<file path="src/sv/rrd_pkg.sv">
`timescale 1ns / 1ps
package rrd_pkg;

	localparam int SAMPLE_BITS   = 24;
	localparam int COUNT_BITS    = 16;
	localparam int RUN_BITS      = 4;
	localparam int IDLE_BITS     = 8;
	localparam int RATE_BITS     = 13;
	localparam int BPM_BITS      = 10;
	localparam int TREND_BITS    = 4;
	localparam int HZ_BITS       = 7;
	localparam int TICK_BITS     = 8;
	localparam int CFG_IDX_BITS  = 3;
	localparam int CFG_DATA_BITS = 10;
	localparam int PROD_BITS     = BPM_BITS + COUNT_BITS;
	localparam int STEP_BITS     = 4;

	localparam logic [RUN_BITS-1:0]  RUN_MAX  = '1;
	localparam logic [IDLE_BITS-1:0] IDLE_MAX = '1;

	localparam int QUEUE_DEPTH = 4;
	localparam int QUEUE_AW    = 2;
	localparam int QUEUE_CW    = 3;

	localparam logic ACTION_SAMPLE = 1'b0;
	localparam logic ACTION_TICK   = 1'b1;

	localparam logic [CFG_IDX_BITS-1:0] REG_BREATH_MIN     = 3'd0;
	localparam logic [CFG_IDX_BITS-1:0] REG_BREATH_MAX     = 3'd1;
	localparam logic [CFG_IDX_BITS-1:0] REG_TREND_LENGTH   = 3'd2;
	localparam logic [CFG_IDX_BITS-1:0] REG_SAMPLE_RATE_HZ = 3'd3;
	localparam logic [CFG_IDX_BITS-1:0] REG_TIMEOUT_TICKS  = 3'd4;

	typedef logic [1:0] op_t;
	localparam op_t OP_HOLD    = 2'd0;
	localparam op_t OP_BREATH  = 2'd1;
	localparam op_t OP_TIMEOUT = 2'd2;

	typedef struct packed {
		op_t                   op;
		logic [COUNT_BITS-1:0] n;
		logic                  active;
	} cmd_t;

	typedef struct packed {
		logic [BPM_BITS-1:0]   breath_min;
		logic [BPM_BITS-1:0]   breath_max;
		logic [TREND_BITS-1:0] trend_length;
		logic [HZ_BITS-1:0]    sample_rate_hz;
		logic [TICK_BITS-1:0]  timeout_ticks;
	} cfg_t;

endpackage

</file>
<file path="src/sv/rrd_in_if.sv">
`timescale 1ns / 1ps
interface rrd_in_if;
	logic                           valid;
	logic                           ready;
	logic                           action;
	logic [rrd_pkg::SAMPLE_BITS-1:0] sample;

	modport source(output valid, action, sample, input ready);
	modport sink(input valid, action, sample, output ready);
endinterface

</file>
<file path="src/sv/rrd_out_if.sv">
`timescale 1ns / 1ps
interface rrd_out_if;
	logic                          valid;
	logic                          ready;
	logic                          breath_event;
	logic [rrd_pkg::RATE_BITS-1:0] rate_bpm;
	logic                          rate_alarm;
	logic                          breathing_active;

	modport source(output valid, breath_event, rate_bpm, rate_alarm, breathing_active,
		input ready);
	modport sink(input valid, breath_event, rate_bpm, rate_alarm, breathing_active,
		output ready);
endinterface

</file>
<file path="src/sv/respiration_rate_detector.sv">
`timescale 1ns / 1ps
// A non-breath transaction is written to the queue on acceptance and into the output
// register when the back end pops it while free; a breath with a nonzero sample count
// passes through pop, multiply, 13 restoring-divide steps and write-back in the back end.
// Throughput: one transaction per cycle into a 4-entry queue while it is not full; the
// back end drains one per cycle while out.ready is high, except breaths using the divider.
// Reset (arst_n low, asynchronous): control registers take their defaults, queue empties.
module respiration_rate_detector (
	input  logic                              clk,
	input  logic                              arst_n,
	rrd_in_if.sink                            in,
	rrd_out_if.source                         out,
	input  logic                              cfg_we,
	input  logic [rrd_pkg::CFG_IDX_BITS-1:0]  cfg_index,
	input  logic [rrd_pkg::CFG_DATA_BITS-1:0] cfg_wdata
);

	// Configuration registers; user must write them only while the block is quiet (unenforced).
	rrd_pkg::cfg_t cfg_q;

	// Command queue between the classifier and the rate engine.
	rrd_pkg::cmd_t push_cmd, head_cmd;
	logic          push, pop, full, head_valid;

	always_ff @(posedge clk or negedge arst_n) begin
		if (!arst_n) begin
			cfg_q.breath_min     <= rrd_pkg::BPM_BITS'(5);
			cfg_q.breath_max     <= rrd_pkg::BPM_BITS'(100);
			cfg_q.trend_length   <= rrd_pkg::TREND_BITS'(5);
			cfg_q.sample_rate_hz <= rrd_pkg::HZ_BITS'(10);
			cfg_q.timeout_ticks  <= rrd_pkg::TICK_BITS'(5);
		end else if (cfg_we) begin
			unique case (cfg_index)
				rrd_pkg::REG_BREATH_MIN:
					cfg_q.breath_min <= cfg_wdata[rrd_pkg::BPM_BITS-1:0];
				rrd_pkg::REG_BREATH_MAX:
					cfg_q.breath_max <= cfg_wdata[rrd_pkg::BPM_BITS-1:0];
				rrd_pkg::REG_TREND_LENGTH:
					cfg_q.trend_length <= cfg_wdata[rrd_pkg::TREND_BITS-1:0];
				rrd_pkg::REG_SAMPLE_RATE_HZ:
					cfg_q.sample_rate_hz <= cfg_wdata[rrd_pkg::HZ_BITS-1:0];
				rrd_pkg::REG_TIMEOUT_TICKS:
					cfg_q.timeout_ticks <= cfg_wdata[rrd_pkg::TICK_BITS-1:0];
				default: begin
					// drop writes to unmapped indexes
				end
			endcase
		end
	end

	// Front end: track the sample trend, phases, sample count and tick timeout;
	// classify each transaction as hold, breath or timeout.
	rrd_front u_front (
		.clk        (clk),
		.arst_n     (arst_n),
		.in         (in),
		.cfg        (cfg_q),
		.cmd        (push_cmd),
		.cmd_push   (push),
		.queue_full (full)
	);

	// Decouple the two halves so a long divide stalls sample intake only once the queue is full.
	rrd_queue u_queue (
		.clk        (clk),
		.arst_n     (arst_n),
		.push       (push),
		.push_data  (push_cmd),
		.full       (full),
		.pop        (pop),
		.head       (head_cmd),
		.head_valid (head_valid)
	);

	// Back end: hold the current rate and alarm, run the serial divider on a breath
	// with a nonzero sample count, and present each result in the output register.
	rrd_back u_back (
		.clk       (clk),
		.arst_n    (arst_n),
		.cfg       (cfg_q),
		.cmd       (head_cmd),
		.cmd_valid (head_valid),
		.cmd_pop   (pop),
		.out       (out)
	);

endmodule

</file>
<file path="src/sv/rrd_queue.sv">
`timescale 1ns / 1ps
module rrd_queue (
	input  logic          clk,
	input  logic          arst_n,
	input  logic          push,
	input  rrd_pkg::cmd_t push_data,
	output logic          full,
	input  logic          pop,
	output rrd_pkg::cmd_t head,
	output logic          head_valid
);

	rrd_pkg::cmd_t                   mem_q [rrd_pkg::QUEUE_DEPTH];
	logic [rrd_pkg::QUEUE_AW-1:0]    wr_ptr_q;
	logic [rrd_pkg::QUEUE_AW-1:0]    rd_ptr_q;
	logic [rrd_pkg::QUEUE_CW-1:0]    count_q;

	assign full       = (count_q == rrd_pkg::QUEUE_CW'(rrd_pkg::QUEUE_DEPTH));
	assign head_valid = (count_q != '0);
	assign head       = mem_q[rd_ptr_q];

	always_ff @(posedge clk) begin
		if (push) begin
			mem_q[wr_ptr_q] <= push_data;
		end
	end

	always_ff @(posedge clk or negedge arst_n) begin
		if (!arst_n) begin
			wr_ptr_q <= '0;
			rd_ptr_q <= '0;
			count_q  <= '0;
		end else begin
			if (push) wr_ptr_q <= wr_ptr_q + 1'b1;
			if (pop)  rd_ptr_q <= rd_ptr_q + 1'b1;
			if (push && !pop)      count_q <= count_q + 1'b1;
			else if (!push && pop) count_q <= count_q - 1'b1;
		end
	end

endmodule

</file>
<file path="src/sv/rrd_front.sv">
`timescale 1ns / 1ps
module rrd_front (
	input  logic          clk,
	input  logic          arst_n,
	rrd_in_if.sink        in,
	input  rrd_pkg::cfg_t cfg,
	output rrd_pkg::cmd_t cmd,
	output logic          cmd_push,
	input  logic          queue_full
);

	logic [rrd_pkg::SAMPLE_BITS-1:0] prev_q;
	logic [rrd_pkg::RUN_BITS-1:0]    rise_q, fall_q, rise_nx, fall_nx;
	logic                            falling_q, rising_q;
	logic [rrd_pkg::COUNT_BITS-1:0]  ssb_q, ssb_inc;
	logic [rrd_pkg::IDLE_BITS-1:0]   idle_q, idle_inc;
	logic                            active_q;
	logic                            is_breath, rearm, expire;

	assign in.ready = !queue_full;
	assign cmd_push = in.valid && in.ready;

	always_comb begin
		rise_nx = rise_q;
		fall_nx = fall_q;
		if (prev_q < in.sample) begin
			rise_nx = (rise_q == rrd_pkg::RUN_MAX) ? rise_q : rise_q + 1'b1;
			fall_nx = '0;
		end else if (prev_q > in.sample) begin
			fall_nx = (fall_q == rrd_pkg::RUN_MAX) ? fall_q : fall_q + 1'b1;
			rise_nx = '0;
		end
		is_breath = (rise_nx >= cfg.trend_length) && falling_q;
		rearm     = !is_breath && (fall_nx >= cfg.trend_length) && rising_q;
		ssb_inc   = (ssb_q == '1) ? ssb_q : ssb_q + 1'b1;
		idle_inc  = (idle_q == rrd_pkg::IDLE_MAX) ? idle_q : idle_q + 1'b1;
		expire    = (idle_inc >= cfg.timeout_ticks);

		cmd.n = ssb_q;
		if (in.action == rrd_pkg::ACTION_TICK) begin
			cmd.op     = expire ? rrd_pkg::OP_TIMEOUT : rrd_pkg::OP_HOLD;
			cmd.active = expire ? 1'b0 : active_q;
		end else begin
			cmd.op     = is_breath ? rrd_pkg::OP_BREATH : rrd_pkg::OP_HOLD;
			cmd.active = is_breath ? 1'b1 : active_q;
		end
	end

	always_ff @(posedge clk or negedge arst_n) begin
		if (!arst_n) begin
			prev_q    <= '0;
			rise_q    <= '0;
			fall_q    <= '0;
			falling_q <= 1'b1;
			rising_q  <= 1'b0;
			ssb_q     <= '0;
			idle_q    <= '0;
			active_q  <= 1'b1;
		end else if (cmd_push) begin
			if (in.action == rrd_pkg::ACTION_TICK) begin
				idle_q <= expire ? '0 : idle_inc;
				if (expire) active_q <= 1'b0;
			end else begin
				prev_q <= in.sample;
				rise_q <= rise_nx;
				fall_q <= fall_nx;
				if (is_breath) begin
					falling_q <= 1'b0;
					rising_q  <= 1'b1;
					active_q  <= 1'b1;
					idle_q    <= '0;
					ssb_q     <= rrd_pkg::COUNT_BITS'(1);
				end else begin
					if (rearm) begin
						falling_q <= 1'b1;
						rising_q  <= 1'b0;
					end
					ssb_q <= ssb_inc;
				end
			end
		end
	end

endmodule

</file>
<file path="src/sv/rrd_back.sv">
`timescale 1ns / 1ps
module rrd_back (
	input  logic          clk,
	input  logic          arst_n,
	input  rrd_pkg::cfg_t cfg,
	input  rrd_pkg::cmd_t cmd,
	input  logic          cmd_valid,
	output logic          cmd_pop,
	rrd_out_if.source     out
);

	localparam logic [1:0] ST_IDLE = 2'd0;
	localparam logic [1:0] ST_MUL  = 2'd1;
	localparam logic [1:0] ST_DIV  = 2'd2;
	localparam logic [1:0] ST_DONE = 2'd3;

	logic [1:0]                       state_q;
	logic [rrd_pkg::RATE_BITS-1:0]    num_q, num_d, quo_q, rate_q;
	logic [rrd_pkg::COUNT_BITS-1:0]   n_q, rem_q, rem_nx;
	logic [rrd_pkg::COUNT_BITS:0]     rem_sh;
	logic                             rem_ge;
	logic [rrd_pkg::PROD_BITS-1:0]    prod_min_q, prod_max_q;
	logic [rrd_pkg::STEP_BITS-1:0]    cnt_q;
	logic                             alarm_q, event_q, active_q, out_valid_q;
	logic                             slot_free, need_div, load, div_alarm;

	assign slot_free = !out_valid_q || out.ready;
	assign cmd_pop   = (state_q == ST_IDLE) && cmd_valid && slot_free;
	assign need_div  = (cmd.op == rrd_pkg::OP_BREATH) && (cmd.n != '0);
	assign load      = (cmd_pop && !need_div) || ((state_q == ST_DONE) && slot_free);

	assign num_d = (rrd_pkg::RATE_BITS'(cfg.sample_rate_hz) << 6)
		- (rrd_pkg::RATE_BITS'(cfg.sample_rate_hz) << 2);

	assign rem_sh = {rem_q, num_q[cnt_q]};
	assign rem_ge = (rem_sh >= {1'b0, n_q});
	assign rem_nx = rem_ge ? rrd_pkg::COUNT_BITS'(rem_sh - {1'b0, n_q})
		: rrd_pkg::COUNT_BITS'(rem_sh);

	assign div_alarm = (rrd_pkg::PROD_BITS'(num_q) < prod_min_q)
		|| (rrd_pkg::PROD_BITS'(num_q) > prod_max_q);

	assign out.valid            = out_valid_q;
	assign out.breath_event     = event_q;
	assign out.rate_bpm         = rate_q;
	assign out.rate_alarm       = alarm_q;
	assign out.breathing_active = active_q;

	always_ff @(posedge clk) begin
		unique case (state_q)
			ST_IDLE: begin
				num_q <= num_d;
				n_q   <= cmd.n;
			end
			ST_MUL: begin
				prod_min_q <= rrd_pkg::PROD_BITS'(cfg.breath_min) * rrd_pkg::PROD_BITS'(n_q);
				prod_max_q <= rrd_pkg::PROD_BITS'(cfg.breath_max) * rrd_pkg::PROD_BITS'(n_q);
				rem_q      <= '0;
			end
			ST_DIV: begin
				rem_q <= rem_nx;
				quo_q <= {quo_q[rrd_pkg::RATE_BITS-2:0], rem_ge};
			end
			ST_DONE: begin
			end
			default: begin
			end
		endcase
	end

	always_ff @(posedge clk or negedge arst_n) begin
		if (!arst_n) begin
			state_q     <= ST_IDLE;
			cnt_q       <= '0;
			rate_q      <= '0;
			alarm_q     <= 1'b0;
			event_q     <= 1'b0;
			active_q    <= 1'b1;
			out_valid_q <= 1'b0;
		end else begin
			if (load)           out_valid_q <= 1'b1;
			else if (out.ready) out_valid_q <= 1'b0;

			unique case (state_q)
				ST_IDLE: begin
					if (cmd_pop) begin
						event_q  <= (cmd.op == rrd_pkg::OP_BREATH);
						active_q <= cmd.active;
						if (need_div) begin
							state_q <= ST_MUL;
						end else if (cmd.op == rrd_pkg::OP_BREATH) begin
							rate_q  <= '0;
							alarm_q <= 1'b1;
						end else if (cmd.op == rrd_pkg::OP_TIMEOUT) begin
							rate_q <= '0;
						end
					end
				end
				ST_MUL: begin
					cnt_q   <= rrd_pkg::STEP_BITS'(rrd_pkg::RATE_BITS - 1);
					state_q <= ST_DIV;
				end
				ST_DIV: begin
					cnt_q <= cnt_q - 1'b1;
					if (cnt_q == '0) state_q <= ST_DONE;
				end
				ST_DONE: begin
					if (slot_free) begin
						rate_q  <= quo_q;
						alarm_q <= div_alarm;
						state_q <= ST_IDLE;
					end
				end
				default: begin
					state_q <= ST_IDLE;
				end
			endcase
		end
	end

`ifndef SYNTHESIS
	a_rem_below_divisor: assert property (@(posedge clk) disable iff (!arst_n)
		state_q == ST_DIV |-> rem_q < n_q)
		else $error("divider remainder not below divisor");

	a_div_nonzero: assert property (@(posedge clk) disable iff (!arst_n)
		state_q == ST_MUL |-> n_q != '0)
		else $error("divide started with zero sample count");

	a_div_ends: assert property (@(posedge clk) disable iff (!arst_n)
		state_q == ST_DIV && cnt_q == '0 |=> state_q == ST_DONE)
		else $error("divider did not finish after last step");

	a_no_load_while_busy: assert property (@(posedge clk) disable iff (!arst_n)
		(state_q == ST_MUL || state_q == ST_DIV) |-> !load)
		else $error("result loaded while divide in progress");
`endif

endmodule
</file>
<file path="src/flat_wrapper.sv">
// flat-port wrapper written by rule: the top's interface ports become plain ports
module respiration_rate_detector_flat 
  (clk, arst_n, cfg_we, cfg_index, cfg_wdata, in_valid, in_action, in_sample, in_ready, out_valid, out_breath_event, out_rate_bpm, out_rate_alarm, out_breathing_active, out_ready);
  rrd_in_if in_i ();
  rrd_out_if out_i ();
  input  logic clk;
  input  logic arst_n;
  input  logic cfg_we;
  input  logic [rrd_pkg::CFG_IDX_BITS-1:0] cfg_index;
  input  logic [rrd_pkg::CFG_DATA_BITS-1:0] cfg_wdata;
  input wire logic [$bits(in_i.valid)-1:0] in_valid;
  input wire logic [$bits(in_i.action)-1:0] in_action;
  input wire logic [$bits(in_i.sample)-1:0] in_sample;
  output wire logic [$bits(in_i.ready)-1:0] in_ready;
  output wire logic [$bits(out_i.valid)-1:0] out_valid;
  output wire logic [$bits(out_i.breath_event)-1:0] out_breath_event;
  output wire logic [$bits(out_i.rate_bpm)-1:0] out_rate_bpm;
  output wire logic [$bits(out_i.rate_alarm)-1:0] out_rate_alarm;
  output wire logic [$bits(out_i.breathing_active)-1:0] out_breathing_active;
  input wire logic [$bits(out_i.ready)-1:0] out_ready;
  assign in_i.valid = in_valid;
  assign in_i.action = in_action;
  assign in_i.sample = in_sample;
  assign in_ready = in_i.ready;
  assign out_valid = out_i.valid;
  assign out_breath_event = out_i.breath_event;
  assign out_rate_bpm = out_i.rate_bpm;
  assign out_rate_alarm = out_i.rate_alarm;
  assign out_breathing_active = out_i.breathing_active;
  assign out_i.ready = out_ready;
  respiration_rate_detector u_core (.clk(clk), .arst_n(arst_n), .in(in_i), .out(out_i), .cfg_we(cfg_we), .cfg_index(cfg_index), .cfg_wdata(cfg_wdata));
endmodule
</file>
<file path="config.mk">
export PLATFORM = sky130hd
export DESIGN_NAME = respiration_rate_detector_flat
export DESIGN_NICKNAME = d
export VERILOG_FILES = /design/src/sv/rrd_pkg.sv /design/src/sv/rrd_in_if.sv /design/src/sv/rrd_out_if.sv /design/src/sv/respiration_rate_detector.sv /design/src/sv/rrd_queue.sv /design/src/sv/rrd_front.sv /design/src/sv/rrd_back.sv /design/src/flat_wrapper.sv
export SDC_FILE = /design/constraint.sdc
export NUM_CORES = 1
export LEC_CHECK = 0
export ABC_CLOCK_PERIOD_IN_PS = 6300
export BUFFER_PORTS_ARGS = -buffer_cell sky130_fd_sc_hd__buf_2
export CORE_MARGIN = 10
export CORE_UTILIZATION = 42
export CTS_CLUSTER_DIAMETER = 40
export DETAILED_ROUTE_END_ITERATION = 8
export GPL_TIMING_DRIVEN = 0
export MAX_ROUTING_LAYER = met4
export PLACE_DENSITY = 0.67
export SKIP_LAST_GASP = 1
export SLEW_MARGIN = 20
export SYNTH_ARGS = -nofsm -noshare
export SYNTH_HDL_FRONTEND = slang
export SYNTH_SLANG_ARGS = --single-unit
export TNS_END_PERCENT = 5
</file>
<file path="constraint.sdc">
create_clock -name clk -period 6.3 [get_ports clk]
set_input_delay 1.26 -clock clk [delete_from_list [all_inputs] [get_ports clk]]
set_output_delay 1.26 -clock clk [all_outputs]
set_load 0.05 [all_outputs]
</file>
==> flow_metrics.env <==
export IMPL_cp_top_family="adder cells"
export IMPL_h_tree_depth=2
export IMPL_clkLatencyLatePin_ns=0.61
export IMPL_coreArea_um2=59100
export IMPL_grt_max_degree=72
export IMPL_post_route_util=0.481
export IMPL_yosysTopAreaCell="edfxtp_1"
export IMPL_synthArstFlopShare=0.410
export IMPL_synth_top_area_share=0.220
export IMPL_die_h_um=265
export IMPL_cts_root_buf="clkbuf_16"
export IMPL_place_detailed_hpwl_um=46600
export IMPL_drive_gt1_frac=0.109
export IMPL_yosysUniqueCellTypes=82
export IMPL_fin_nets=2994
export IMPL_cts_made_buffers=54
export IMPL_endpoint_kind="register"
export IMPL_cts_setup_buffers=0
export IMPL_ys_seq_area_frac=0.348
export IMPL_grt_overflow=0
export IMPL_synth_edf_count=184
export IMPL_critPathLaunchType="register"
export IMPL_synthFlopType="edfxtp_1"
export IMPL_grt_util_all_layers=0.182
export IMPL_clock_skew_ns=0.0233
export IMPL_hp_start="u_core.u_back.quo_q[8]$_DFFE_PP_"
export IMPL_mostFrequentLayoutCell="inv_1"
export IMPL_critPathSlowestCell="dfstp_2"
export IMPL_synth_avg_cell_area_um2=10.5
export IMPL_cp_cell_sequence="clkbuf_2 > nand2_1 > fa_1 > inv_1 > fa_1 > inv_1 > fa_1 > inv_1 > fa_1 > inv_1 > fa_1 > inv_1 > ha_1 > a21oi_1 > o21ai_0 > a31oi_1 > or2_1 > a22oi_1 > a221oi_1 > xnor2_1"
export IMPL_r2r_end="u_core.u_back.prod_max_q[25]$_DFFE_PN_"
export IMPL_ctsLongestPathBuffers=3
export IMPL_syn_num_nets=2880
export IMPL_holdPathStages=0
export IMPL_setup_viol=0
export IMPL_grt_pass1_vias=19000
export IMPL_first_pass_iters=5
export IMPL_timing_rr_start="u_core.cfg_q[21]$_DFFE_PN1P_"
export IMPL_antenna_left=0
export IMPL_cp_max_fo=10
export IMPL_worstPathBufferInverterCount=6
export IMPL_totalWireLength_um=61300
export IMPL_slew_viol_final=0
export IMPL_via_per_inst=5.39
export IMPL_synthTopCellsByArea="edfxtp_1 22%, fa_1 18%, dfrtp_1 11%, ha_1 11%, inv_1 5.1%"
export IMPL_vias=17900
export IMPL_hold_viol=0
export IMPL_area_growth_syn_to_layout_pct=13.1
export IMPL_fmax_ghz=0.165
export IMPL_cts_hold_buffers=0
export IMPL_clkTransAtPathRegs_ns=0.05
export IMPL_diodes=0
export IMPL_crit_arrival_ns=6.40
export IMPL_place_congestion=0.901
export IMPL_num_io_pins=61
export IMPL_ys_warn_count=0
export IMPL_multi_input_area_um2=14800
export IMPL_final_cell_mix="343 x inv_1, 287 x nand2_1, 222 x fa_1, 216 x ha_1, 184 x edfxtp_1"
export IMPL_hold_path_end="u_core.u_back.quo_q[9]$_DFFE_PP_"
export IMPL_dieWidth_um=265
export IMPL_post_cts_resized=7
export IMPL_cp_depth=20
export IMPL_grt_pass1_wl_um=99800
export IMPL_syn_inst=2397
export IMPL_drt_iter0_drc=1207
export IMPL_grt_setup_unrepaired="yes"
export IMPL_drc=0
export IMPL_crit_type="register to register"
export IMPL_tightest_slew_ns=1.09
export IMPL_maxCapViolations=0
export IMPL_status="finished clean"
export IMPL_clock_sinks=312
export IMPL_syn_area_um2=25100
export IMPL_place_port_buffers=60
export IMPL_fp_dieArea_um2=70100
export IMPL_regArea_um2=8750
export IMPL_rows=89
export IMPL_min_period_over_period=0.965
export IMPL_synth_seq_cells=312
export IMPL_cts_tree="yes"
export IMPL_fillerInstances=5311
export IMPL_start_util=0.425
export IMPL_r2r_slack_ns=0.22
export IMPL_antenna_found_initial=1
export IMPL_relSlewSlack=0.271
export IMPL_min_path_type="register to register"
export IMPL_period_needed_ns=6.08
export IMPL_worst_ep_required_time_ns=6.63
export IMPL_wl_per_cell_um=18.4
export IMPL_r2r_worst_path_cells=20
export IMPL_cpPeakStageDelay_ns=0.64
[worst max-delay path by stage]
stage	endpoint	startpoint	slack, ns
floorplan	u_core.u_back.prod_max_q[20]$_DFFE_PN_	u_core.cfg_q[21]$_DFFE_PN1P_	0.51
global placement	u_core.u_back.prod_max_q[20]$_DFFE_PN_	u_core.cfg_q[21]$_DFFE_PN1P_	-0.18
detailed placement	u_core.u_back.prod_max_q[20]$_DFFE_PN_	u_core.cfg_q[21]$_DFFE_PN1P_	-0.27
CTS	u_core.u_back.prod_max_q[20]$_DFFE_PN_	u_core.cfg_q[20]$_DFFE_PN0P_	-0.05
global route	u_core.u_back.prod_max_q[25]$_DFFE_PN_	u_core.u_back.n_q[13]$_DFFE_PP_	-0.03
finish	u_core.u_back.prod_max_q[25]$_DFFE_PN_	u_core.cfg_q[21]$_DFFE_PN1P_	0.22
[cell usage after synthesis (all sizes together) (22+ instances only)]
master	n
a21oi	82
ha	218
fa	222
mux2	35
xnor2	59
nand3	32
o21ai	99
nand2	288
xor2	28
clkbuf	85
o21a	23
inv	344
nor2	87
edfxtp	184
dfrtp	114
nor3	22
and2	158
a21o	35
[state kept, by name, summed over array words and instances, names as in the netlist, 8 cells and up]
signal / flops
u_core.cfg_q: 39
u_core.u_back.n_q: 16
u_core.u_back.num_q: 11
u_core.u_back.out.rate_bpm: 13
u_core.u_back.prod_max_q: 26
u_core.u_back.prod_min_q: 26
u_core.u_back.quo_q: 13
u_core.u_back.rem_q: 16
u_core.u_front.idle_q: 8
u_core.u_front.prev_q: 24
u_core.u_front.ssb_q: 16
u_core.u_queue.mem_q: 76
[metrics by stage]
step	area [µm²]	setup TNS [ns]	std cells	hold slack [ns]	setup slack, ns
finish	28400	0	3328	0.448	0.221
detailed placement	26500	-0.720	3233	0.436	-0.269
global route	28400	-0.0860	3328	0.463	-0.0272
floorplan	25100	0	2397	0.427	0.508
CTS	28400	-0.0901	3331	0.450	-0.0530
global placement	26400	-0.372	3230	0.434	-0.178
[area by class of cell]
type / instances / area share
clock inverters: 39 / 0.0162
plain buffers: 88 / 0.0139
inverters: 344 / 0.0454
multi-input cells: 1648 / 0.519
repair buffers: 63 / 0.0136
well taps: 773 / 0.0340
flip-flops and latches: 312 / 0.308
clock buffers: 61 / 0.0499
[routing by layer]
| metal | vias to the layer above | GRT usage | wire, µm |
|---|---|---|---|
| met5 | - | - | 0 |
| met3 | 111 | 0.0332 | 3950 |
| met1 | 9055 | 0.221 | 25700 |
| met2 | 486 | 0.302 | 29900 |
| met4 | 0 | 0.0589 | 1790 |
| li1 | 8283 | - | - |
[logic make-up (layout without fill, tap and decap cells)]
| group | after synthesis | in the layout | share of synthesized area |
|---|---|---|---|
| adder cells (fa/ha/maj) | 440 | 440 | 0.285 |
| AO/OA/AOI/OAI | 345 | 345 | 0.0906 |
| AND/OR/NAND/NOR | 704 | 704 | 0.137 |
| multiplexers | 72 | 72 | 0.0419 |
| flip-flops | 312 | 312 | 0.348 |
| buffers and inverters | 437 | 595 | 0.0668 |
| XOR/XNOR | 87 | 87 | 0.0303 |
Power is left out: the tool's default activity adds up to more than one toggle a clock period on the data nets, which glitch-free logic cannot reach.
